[src/rtl/tts_pkg.sv]
package tts_pkg;

   localparam int MAX_TASKS_DEFAULT = 8;
   localparam int DISPATCH_LIMIT    = 8;
   localparam int RUN_COUNT_MAX     = 255;

   typedef enum logic [1:0] {
      OP_ADD      = 2'd0,
      OP_DELETE   = 2'd1,
      OP_TICK     = 2'd2,
      OP_DISPATCH = 2'd3
   } op_type;

   typedef enum logic [1:0] {
      STATUS_OK      = 2'd0,
      STATUS_FULL    = 2'd1,
      STATUS_NO_TASK = 2'd2
   } status_type;

   typedef enum logic [1:0] {
      ERR_NONE       = 2'd0,
      ERR_FULL       = 2'd1,
      ERR_BAD_DELETE = 2'd2
   } err_type;

   typedef enum logic [1:0] {
      ALU_LOAD,
      ALU_CLEAR,
      ALU_TICK,
      ALU_DISPATCH
   } alu_op_type;

   typedef enum logic [2:0] {
      ST_IDLE,
      ST_ADD,
      ST_DELETE,
      ST_TICK,
      ST_DISPATCH,
      ST_FINISH
   } state_type;

   typedef struct packed {
      op_type      op;
      logic [7:0]  handler_id;
      logic [15:0] start_delay;
      logic [15:0] period;
      logic [15:0] reload;
      logic [2:0]  slot_index;
   } req_type;

   typedef struct packed {
      op_type      op_echo;
      status_type  status;
      logic [3:0]  slot;
      logic [7:0]  task_handler;
      logic        nothing_ready;
      logic        last;
      err_type     error_code;
   } rsp_type;

   typedef struct packed {
      logic        valid;
      logic [7:0]  handler;
      logic [15:0] delay;
      logic [15:0] period;
      logic [15:0] reload;
      logic [7:0]  run_count;
   } entry_type;

   typedef struct packed {
      logic       we;
      alu_op_type alu_op;
   } ctrl_type;

endpackage

[src/rtl/tts_table.sv]
module tts_table #(
   parameter int MAX_TASKS = tts_pkg::MAX_TASKS_DEFAULT,
   parameter int IDX_W     = (MAX_TASKS > 1) ? $clog2(MAX_TASKS) : 1
) (
   input  logic                clock,
   input  logic                reset,
   input  logic [IDX_W-1:0]    addr,
   input  logic                we,
   input  tts_pkg::entry_type  entry_in,
   output tts_pkg::entry_type  rd_entry
);

   tts_pkg::entry_type tbl_ff [MAX_TASKS];

   assign rd_entry = tbl_ff[addr];

   always_ff @(posedge clock) begin
      if (reset) begin
         for (int i = 0; i < MAX_TASKS; i++) begin
            tbl_ff[i].valid     <= 1'b0;
            tbl_ff[i].run_count <= '0;
         end
      end else if (we) begin
         tbl_ff[addr] <= entry_in;
      end
   end

endmodule

[src/rtl/tts_slot_alu.sv]
module tts_slot_alu (
   input  tts_pkg::alu_op_type alu_op,
   input  tts_pkg::entry_type  entry,
   input  tts_pkg::req_type    req,
   output tts_pkg::entry_type  result
);

   always_comb begin
      result = entry;
      unique case (alu_op)
         tts_pkg::ALU_LOAD: begin
            result.valid     = 1'b1;
            result.handler   = req.handler_id;
            result.delay     = req.start_delay;
            result.period    = req.period;
            result.reload    = req.reload;
            result.run_count = '0;
         end
         tts_pkg::ALU_CLEAR: begin
            result.valid     = 1'b0;
            result.delay     = '0;
            result.period    = '0;
            result.run_count = '0;
         end
         tts_pkg::ALU_TICK: begin
            if (entry.valid) begin
               if (entry.delay == '0) begin
                  if (entry.run_count != 8'(tts_pkg::RUN_COUNT_MAX)) begin
                     result.run_count = entry.run_count + 8'd1;
                  end
                  if (entry.reload != '0) begin
                     result.delay = entry.reload;
                  end
               end else begin
                  result.delay = entry.delay - 16'd1;
               end
            end
         end
         tts_pkg::ALU_DISPATCH: begin
            result.run_count = entry.run_count - 8'd1;
            if (entry.period == '0) begin
               result.valid     = 1'b0;
               result.delay     = '0;
               result.run_count = '0;
            end
         end
         default: begin
            result = entry;
         end
      endcase
   end

endmodule

[src/rtl/tts_sequencer.sv]
module tts_sequencer #(
   parameter int MAX_TASKS = tts_pkg::MAX_TASKS_DEFAULT,
   parameter int IDX_W     = (MAX_TASKS > 1) ? $clog2(MAX_TASKS) : 1
) (
   input  logic                clock,
   input  logic                reset,
   input  logic                start,
   output logic                busy,
   input  tts_pkg::req_type    req,
   input  tts_pkg::entry_type  rd_entry,
   output logic [IDX_W-1:0]    addr,
   output tts_pkg::ctrl_type   ctrl,
   output tts_pkg::req_type    req_q,
   output logic                rsp_valid,
   output tts_pkg::rsp_type    rsp
);

   localparam logic [IDX_W-1:0] LAST_SLOT = IDX_W'(MAX_TASKS - 1);
   localparam logic [3:0]       SLOT_FULL = 4'(MAX_TASKS);
   localparam logic [3:0]       LIMIT     = 4'(tts_pkg::DISPATCH_LIMIT);

   tts_pkg::state_type state_ff, state_in;
   tts_pkg::req_type   req_ff, req_in;
   tts_pkg::err_type   sticky_ff, sticky_in;
   tts_pkg::rsp_type   rsp_ff, rsp_in;
   logic [IDX_W-1:0]   ctr_ff, ctr_in;
   logic               pend_valid_ff, pend_valid_in;
   logic [3:0]         pend_slot_ff, pend_slot_in;
   logic [7:0]         pend_handler_ff, pend_handler_in;
   logic [3:0]         count_ff, count_in;
   logic               rsp_valid_ff, rsp_valid_in;

   logic               accept;
   logic               at_last;
   logic               ready;
   logic               limit_hit;
   logic [7:0]         ctr_ext;
   logic [7:0]         del_ext;
   logic               del_in_range;

   assign busy         = (state_ff != tts_pkg::ST_IDLE);
   assign accept       = start && !busy;
   assign at_last      = (ctr_ff == LAST_SLOT);
   assign ready        = (rd_entry.run_count != '0);
   assign limit_hit    = ready && ((count_ff + 4'd1) == LIMIT);
   assign ctr_ext      = 8'(ctr_ff);
   assign del_ext      = 8'(req_ff.slot_index);
   assign del_in_range = (del_ext < 8'(MAX_TASKS));
   assign req_q        = req_ff;
   assign rsp_valid    = rsp_valid_ff;
   assign rsp          = rsp_ff;

   always_comb begin
      state_in = state_ff;
      unique case (state_ff)
         tts_pkg::ST_IDLE: begin
            if (accept) begin
               unique case (req.op)
                  tts_pkg::OP_ADD:      state_in = tts_pkg::ST_ADD;
                  tts_pkg::OP_DELETE:   state_in = tts_pkg::ST_DELETE;
                  tts_pkg::OP_TICK:     state_in = tts_pkg::ST_TICK;
                  tts_pkg::OP_DISPATCH: state_in = tts_pkg::ST_DISPATCH;
                  default:              state_in = tts_pkg::ST_IDLE;
               endcase
            end
         end
         tts_pkg::ST_ADD: begin
            if (!rd_entry.valid || at_last) begin
               state_in = tts_pkg::ST_IDLE;
            end
         end
         tts_pkg::ST_DELETE: begin
            state_in = tts_pkg::ST_IDLE;
         end
         tts_pkg::ST_TICK: begin
            if (at_last) begin
               state_in = tts_pkg::ST_IDLE;
            end
         end
         tts_pkg::ST_DISPATCH: begin
            if (limit_hit || at_last) begin
               state_in = tts_pkg::ST_FINISH;
            end
         end
         tts_pkg::ST_FINISH: begin
            state_in = tts_pkg::ST_IDLE;
         end
         default: begin
            state_in = tts_pkg::ST_IDLE;
         end
      endcase
   end

   always_comb begin
      req_in          = req_ff;
      sticky_in       = sticky_ff;
      ctr_in          = ctr_ff;
      pend_valid_in   = pend_valid_ff;
      pend_slot_in    = pend_slot_ff;
      pend_handler_in = pend_handler_ff;
      count_in        = count_ff;
      addr            = ctr_ff;
      ctrl.we         = 1'b0;
      ctrl.alu_op     = tts_pkg::ALU_TICK;
      rsp_valid_in    = 1'b0;
      rsp_in          = '0;
      rsp_in.op_echo  = req_ff.op;
      rsp_in.status   = tts_pkg::STATUS_OK;
      rsp_in.last     = 1'b1;
      unique case (state_ff)
         tts_pkg::ST_IDLE: begin
            if (accept) begin
               req_in        = req;
               ctr_in        = '0;
               pend_valid_in = 1'b0;
               count_in      = '0;
            end
         end
         tts_pkg::ST_ADD: begin
            if (!rd_entry.valid) begin
               ctrl.we      = 1'b1;
               ctrl.alu_op  = tts_pkg::ALU_LOAD;
               rsp_valid_in = 1'b1;
               rsp_in.slot  = ctr_ext[3:0];
            end else if (at_last) begin
               sticky_in     = tts_pkg::ERR_FULL;
               rsp_valid_in  = 1'b1;
               rsp_in.status = tts_pkg::STATUS_FULL;
               rsp_in.slot   = SLOT_FULL;
            end else begin
               ctr_in = ctr_ff + IDX_W'(1);
            end
         end
         tts_pkg::ST_DELETE: begin
            addr         = del_ext[IDX_W-1:0];
            rsp_valid_in = 1'b1;
            rsp_in.slot  = del_ext[3:0];
            if (del_in_range) begin
               ctrl.we     = 1'b1;
               ctrl.alu_op = tts_pkg::ALU_CLEAR;
            end
            if (!del_in_range || !rd_entry.valid) begin
               sticky_in     = tts_pkg::ERR_BAD_DELETE;
               rsp_in.status = tts_pkg::STATUS_NO_TASK;
            end
         end
         tts_pkg::ST_TICK: begin
            ctrl.we     = 1'b1;
            ctrl.alu_op = tts_pkg::ALU_TICK;
            ctr_in      = ctr_ff + IDX_W'(1);
            if (at_last) begin
               rsp_valid_in = 1'b1;
            end
         end
         tts_pkg::ST_DISPATCH: begin
            ctr_in = ctr_ff + IDX_W'(1);
            if (ready) begin
               ctrl.we     = 1'b1;
               ctrl.alu_op = tts_pkg::ALU_DISPATCH;
               if (pend_valid_ff) begin
                  rsp_valid_in        = 1'b1;
                  rsp_in.slot         = pend_slot_ff;
                  rsp_in.task_handler = pend_handler_ff;
                  rsp_in.last         = 1'b0;
               end
               pend_valid_in   = 1'b1;
               pend_slot_in    = ctr_ext[3:0];
               pend_handler_in = rd_entry.handler;
               count_in        = count_ff + 4'd1;
            end
         end
         tts_pkg::ST_FINISH: begin
            rsp_valid_in = 1'b1;
            if (pend_valid_ff) begin
               rsp_in.slot         = pend_slot_ff;
               rsp_in.task_handler = pend_handler_ff;
            end else begin
               rsp_in.nothing_ready = 1'b1;
            end
         end
         default: begin
            rsp_valid_in = 1'b0;
         end
      endcase
      rsp_in.error_code = sticky_in;
   end

   always_ff @(posedge clock) begin
      if (reset) begin
         state_ff      <= tts_pkg::ST_IDLE;
         sticky_ff     <= tts_pkg::ERR_NONE;
         rsp_valid_ff  <= 1'b0;
         pend_valid_ff <= 1'b0;
         count_ff      <= '0;
         ctr_ff        <= '0;
      end else begin
         state_ff      <= state_in;
         sticky_ff     <= sticky_in;
         rsp_valid_ff  <= rsp_valid_in;
         pend_valid_ff <= pend_valid_in;
         count_ff      <= count_in;
         ctr_ff        <= ctr_in;
      end
   end

   always_ff @(posedge clock) begin
      req_ff          <= req_in;
      rsp_ff          <= rsp_in;
      pend_slot_ff    <= pend_slot_in;
      pend_handler_ff <= pend_handler_in;
   end

endmodule

[src/rtl/tick_task_scheduler_table_unit.sv]
// A transaction is taken when start is high and busy is low; busy then stays high until done.
// Add, tick and dispatch walk the table from slot 0; delete visits only the requested slot.
// One table slot per cycle is read and, where needed, rewritten through the shared slot unit.
// Add, delete and tick results appear in the cycle after the slot that decides them; a dispatch
// result waits for the next ready slot or the end of the walk. Results cannot be held off.
// Synchronous reset empties the table, clears the sticky error and returns to idle.
module tick_task_scheduler_table_unit #(
   parameter int MAX_TASKS = tts_pkg::MAX_TASKS_DEFAULT
) (
   input  logic             clock,
   input  logic             reset,
   input  logic             start,
   output logic             busy,
   input  tts_pkg::req_type req,
   output logic             rsp_valid,
   output tts_pkg::rsp_type rsp
);

   localparam int IDX_W = (MAX_TASKS > 1) ? $clog2(MAX_TASKS) : 1;

   logic [IDX_W-1:0]   addr;
   tts_pkg::ctrl_type  ctrl;
   tts_pkg::req_type   req_q;
   tts_pkg::entry_type rd_entry;
   tts_pkg::entry_type wr_entry;

   tts_sequencer #(
      .MAX_TASKS (MAX_TASKS),
      .IDX_W     (IDX_W)
   ) u_seq (
      .clock     (clock),
      .reset     (reset),
      .start     (start),
      .busy      (busy),
      .req       (req),
      .rd_entry  (rd_entry),
      .addr      (addr),
      .ctrl      (ctrl),
      .req_q     (req_q),
      .rsp_valid (rsp_valid),
      .rsp       (rsp)
   );

   tts_slot_alu u_alu (
      .alu_op (ctrl.alu_op),
      .entry  (rd_entry),
      .req    (req_q),
      .result (wr_entry)
   );

   tts_table #(
      .MAX_TASKS (MAX_TASKS),
      .IDX_W     (IDX_W)
   ) u_table (
      .clock    (clock),
      .reset    (reset),
      .addr     (addr),
      .we       (ctrl.we),
      .entry_in (wr_entry),
      .rd_entry (rd_entry)
   );

endmodule

[config.mk]
export PLATFORM = sky130hd
export DESIGN_NAME = tick_task_scheduler_table_unit
export DESIGN_NICKNAME = d
export VERILOG_FILES = /design/src/rtl/tts_pkg.sv /design/src/rtl/tts_table.sv /design/src/rtl/tts_slot_alu.sv /design/src/rtl/tts_sequencer.sv /design/src/rtl/tick_task_scheduler_table_unit.sv
export SDC_FILE = /design/constraint.sdc
export NUM_CORES = 1
export LEC_CHECK = 0
export BUFFER_PORTS_ARGS = -buffer_cell sky130_fd_sc_hd__buf_2
export CAP_MARGIN = 25
export CORE_ASPECT_RATIO = 0.8
export CORE_UTILIZATION = 30
export CTS_CLUSTER_SIZE = 16
export DETAILED_ROUTE_END_ITERATION = 7
export HOLD_SLACK_MARGIN = 0.03
export SYNTH_ARGS = -nofsm -noshare
export SYNTH_HDL_FRONTEND = slang
export SYNTH_SLANG_ARGS = --single-unit
[constraint.sdc]
create_clock -name clock -period 14.5 [get_ports clock]
set_input_delay 2.175 -clock clock [delete_from_list [all_inputs] [get_ports clock]]
set_output_delay 2.175 -clock clock [all_outputs]
set_load 0.02 [all_outputs]
==> results.py <==
metrics = {
    "status": {
        "status": "complete, no violations",
    },
    "power": {
        "power.density_nw_per_um2": 145,
        "irDropWorstVdd_mv": 0.0761,
        "power_mw": 4.44,
        "power.leakage_nw": 10.3,
    },
    "sta": {
        "slew_headroom": 0.193,
        "max_freq_ghz": 0.135,
        "finalCritPeriodShare": 0.510,
        "final-max-slew-violation-count": 0,
        "clock_skew_ns": 0.0302,
        "setup_viol": 0,
        "worst_pin_slew_ns": 1.21,
        "setup_tns_ns": 0,
        "fin_crit_ns": 7.39,
        "hold_viol": 0,
        "rsz0062_at_grt": "no",
    },
    "global_routing": {
        "grt_max_degree": 60,
        "grt.overflow.total": 0,
        "globalRouteTotalUtil": 0.185,
        "grt_pass1_vias": 17200,
        "antenna_found_initial": 4,
        "grt_pass1_wl_um": 120000,
    },
    "route": {
        "met1_length_um": 35700,
        "drcViolationCount": 0,
        "vias": 17800,
        "route.met3.wl_um": 8460,
        "post_drt_via_cell_ratio": 5.60,
        "wire_per_inst_um": 26.4,
        "drt_wl_total_um": 83700,
        "ant_nets": 0,
        "drt_iter0_markers": 2621,
        "firstDrtPassIters": 6,
        "highest_layer": "met5",
        "dr_wl_met2_um": 37900,
    },
    "finish": {
        "final_nets": 2071,
        "area_growth_pct": 16.4,
        "nFillCells": 8184,
        "final_cell_area_um2": 30600,
        "postLayoutCoreUtil": 0.355,
        "insertedDiodeCount": 0,
        "layoutNonFillerInstCount": 3172,
        "final_layout_size_suffix_gt1_frac": 0.161,
    },
    "die": {
        "initial_utilization": 0.305,
        "die_h_um": 267,
        "die_area_um2": 88800,
        "rows": 96,
        "io_pins": 86,
        "die_x_um": 333,
        "core_area_um2": 86200,
    },
    "synthesis": {
        "syn_inst": 1879,
        "ys_seq_elements": 626,
        "synth_nets": 1955,
        "syn-mean-instance-area_um2": 14.0,
        "synthAdderAreaFrac": 0.00571,
        "seq_area_frac_synth": 0.702,
        "synth_enable_flop_cells": 592,
        "synth_top_family_by_area": "compound AO/OA/AOI/OAI gates",
        "yosysWarningCount": 0,
        "yosys.area_share.simple": 0.0995,
        "synth-main-ff-cell": "edfxtp_1",
        "synth-compound-area-share": 0.131,
        "async_reset_ff_frac": 0,
        "yosysUniqueCellTypes": 80,
        "muxShareOfSynthArea": 0.0384,
        "synthXorXnorAreaFrac": 0.00100,
        "syn_area_um2": 26300,
    },
    "worst_setup_path": {
        "crit_arrival_ns": 7.63,
        "crit_path_end_kind": "flip-flop",
        "reg2regPathDepth": 13,
        "critPathKind": "reg -> reg",
        "crit_fanout": 40,
        "cp.required_ns": 14.74,
        "critPathLaunchType": "flip-flop",
    },
    "cts": {
        "cts-resized-gates": 0,
        "cts.clk_slew.worst_paths_ns": 0.06,
        "cts_tree": "done",
        "clk_path_buf_depth": 3,
        "post_cts_buffers": 0,
        "cts_sinks": 626,
        "hold_buffers": 0,
        "h-tree-depth": 3,
        "cts-root-buf": "clkbuf_16",
        "numCtsBuffers": 66,
        "clock_latency_ns": 0.63,
    },
    "placement": {
        "portBuffers": 85,
        "hpwl_um": 51400,
        "dp_cells": 3051,
        "place_congestion": 0.972,
        "place_area_um2": 28300,
    },
    "run": {
        "max-cap-violations": 0,
    },
    "worst_hold_path": {
        "min_path_cells": 0,
        "hp-class": "reg -> reg",
    },
}
-- worst paths after layout --
check	startpoint	to	slack [ns]
setup reg to reg	u_seq.state_ff[2]	u_table.tbl_ff[1][55]	7.11
hold / removal	u_seq.req_q[59]	u_seq.rsp[18]	0.34
hold reg to reg	u_seq.req_q[59]	u_seq.rsp[18]	0.34
setup / recovery	u_seq.state_ff[2]	u_table.tbl_ff[1][55]	7.11
-- stage by stage --
step	setup slack [ns]	hold slack, ns
2_1_floorplan	9.24	0.323
3_3_place_gp	7.47	0.328
3_5_place_dp	7.29	0.331
4_1_cts	7.29	0.344
5_1_grt	6.79	0.344
6_report	7.11	0.343
-- worst max-delay path, cell delays in order, from the launching register on --
cell      delay, ns
dfxtp_1        0.77
or3b_4         0.66
buf_4          0.58
mux2i_1        0.87
o22ai_1        0.15
or4_1          0.67
and2_1         0.26
a31o_2         0.34
clkinv_1       0.09
nor2_1         0.05
nor2_1         0.81
nand2_1        0.37
inv_2          0.67
buf_4          0.66
-- layer usage --
layer	GRT usage	vias to the layer above
li1	-	7625
met2	0.288	982
met4	0.0455	4
met1	0.262	9021
met5	0	-
met3	0.0405	125
-- Yosys cell counts (10+ instances only) --
master    number  area share
buf_1         10      0.0014
nor2_1       140       0.020
mux2i_1       68       0.026
nor2b_1       18      0.0043
ha_1          12      0.0057
a22o_1        21      0.0070
edfxtp_1     592        0.68
a221oi_1      62       0.021
nor4_1        13      0.0031
nand3b_1      11      0.0031
dfxtp_1       34       0.026
buf_2         23      0.0044
a21oi_1       87       0.017
clkbuf_1      68      0.0097
nand2_1      158       0.023
o221ai_1      22      0.0073
a22oi_1       60       0.017
o31ai_1       12      0.0034
o22ai_1       35      0.0083
o21ai_0       56       0.011
a211oi_1      21      0.0060
nor3_1        29      0.0055
nand3_1       30      0.0057
and2_1        54       0.013
nand2b_1      22      0.0052
mux2_2        24       0.010
inv_1         33      0.0047
-- kinds of logic (layout without fill, tap and decap cells) --
group / Yosys count / after routing
flops: 626 / 626
simple gates: 531 / 531
compound gates: 472 / 472
buf+inv: 140 / 306
mux: 95 / 95
fa+ha+maj: 12 / 12
xor+xnor: 3 / 3
-- area by class of cell --
| cell class | count | area, µm² | area share |
|---|---|---|---|
| multi-input combinational | 1113 | 7330 | 0.240 |
| sequential | 626 | 18500 | 0.604 |
| clock buffer | 82 | 1750 | 0.0574 |
| clock inverter | 36 | 484 | 0.0158 |
| timing repair buffer | 154 | 1020 | 0.0333 |
| inverter | 34 | 129 | 0.00421 |
| tap | 1127 | 1410 | 0.0461 |
-- flip-flops by register name, indices dropped and copies added, names as in the netlist, 3 cells and up --
signal,cells
u_seq.count_ff,4
u_seq.ctr_ff,3
u_seq.pend_handler_ff,8
u_seq.pend_slot_ff,3
u_seq.req_q,61
u_seq.rsp,20
u_seq.state_ff,3
u_table.tbl_ff,520
-- power by group --
group	internal, mW	switching [mW]
Combinational	0.142	0.398
Sequential	2.12	0.0240
Clock	1.05	0.713
Total	3.31	1.13
-- cells in the final DEF (no fill, tap or decap), types with 24 or more instances in the layout --
cell type  Yosys  layout
buf_4          1      62
nor3_1        29      28
nand3_1       30      30
dfxtp_1       34      34
mux2_2        24      24
a221oi_1      62      62
o22ai_1       35      35
a21oi_1       87      84
mux2i_1       68      61
and2_1        54      54
nor2_1       140     140
nand2_1      158     158
buf_2         23      86
inv_1         33      24
o21ai_0       56      56
clkbuf_16      0      68
a22oi_1       60      60
edfxtp_1     592     592
Power figures use the tool's default switching activity.
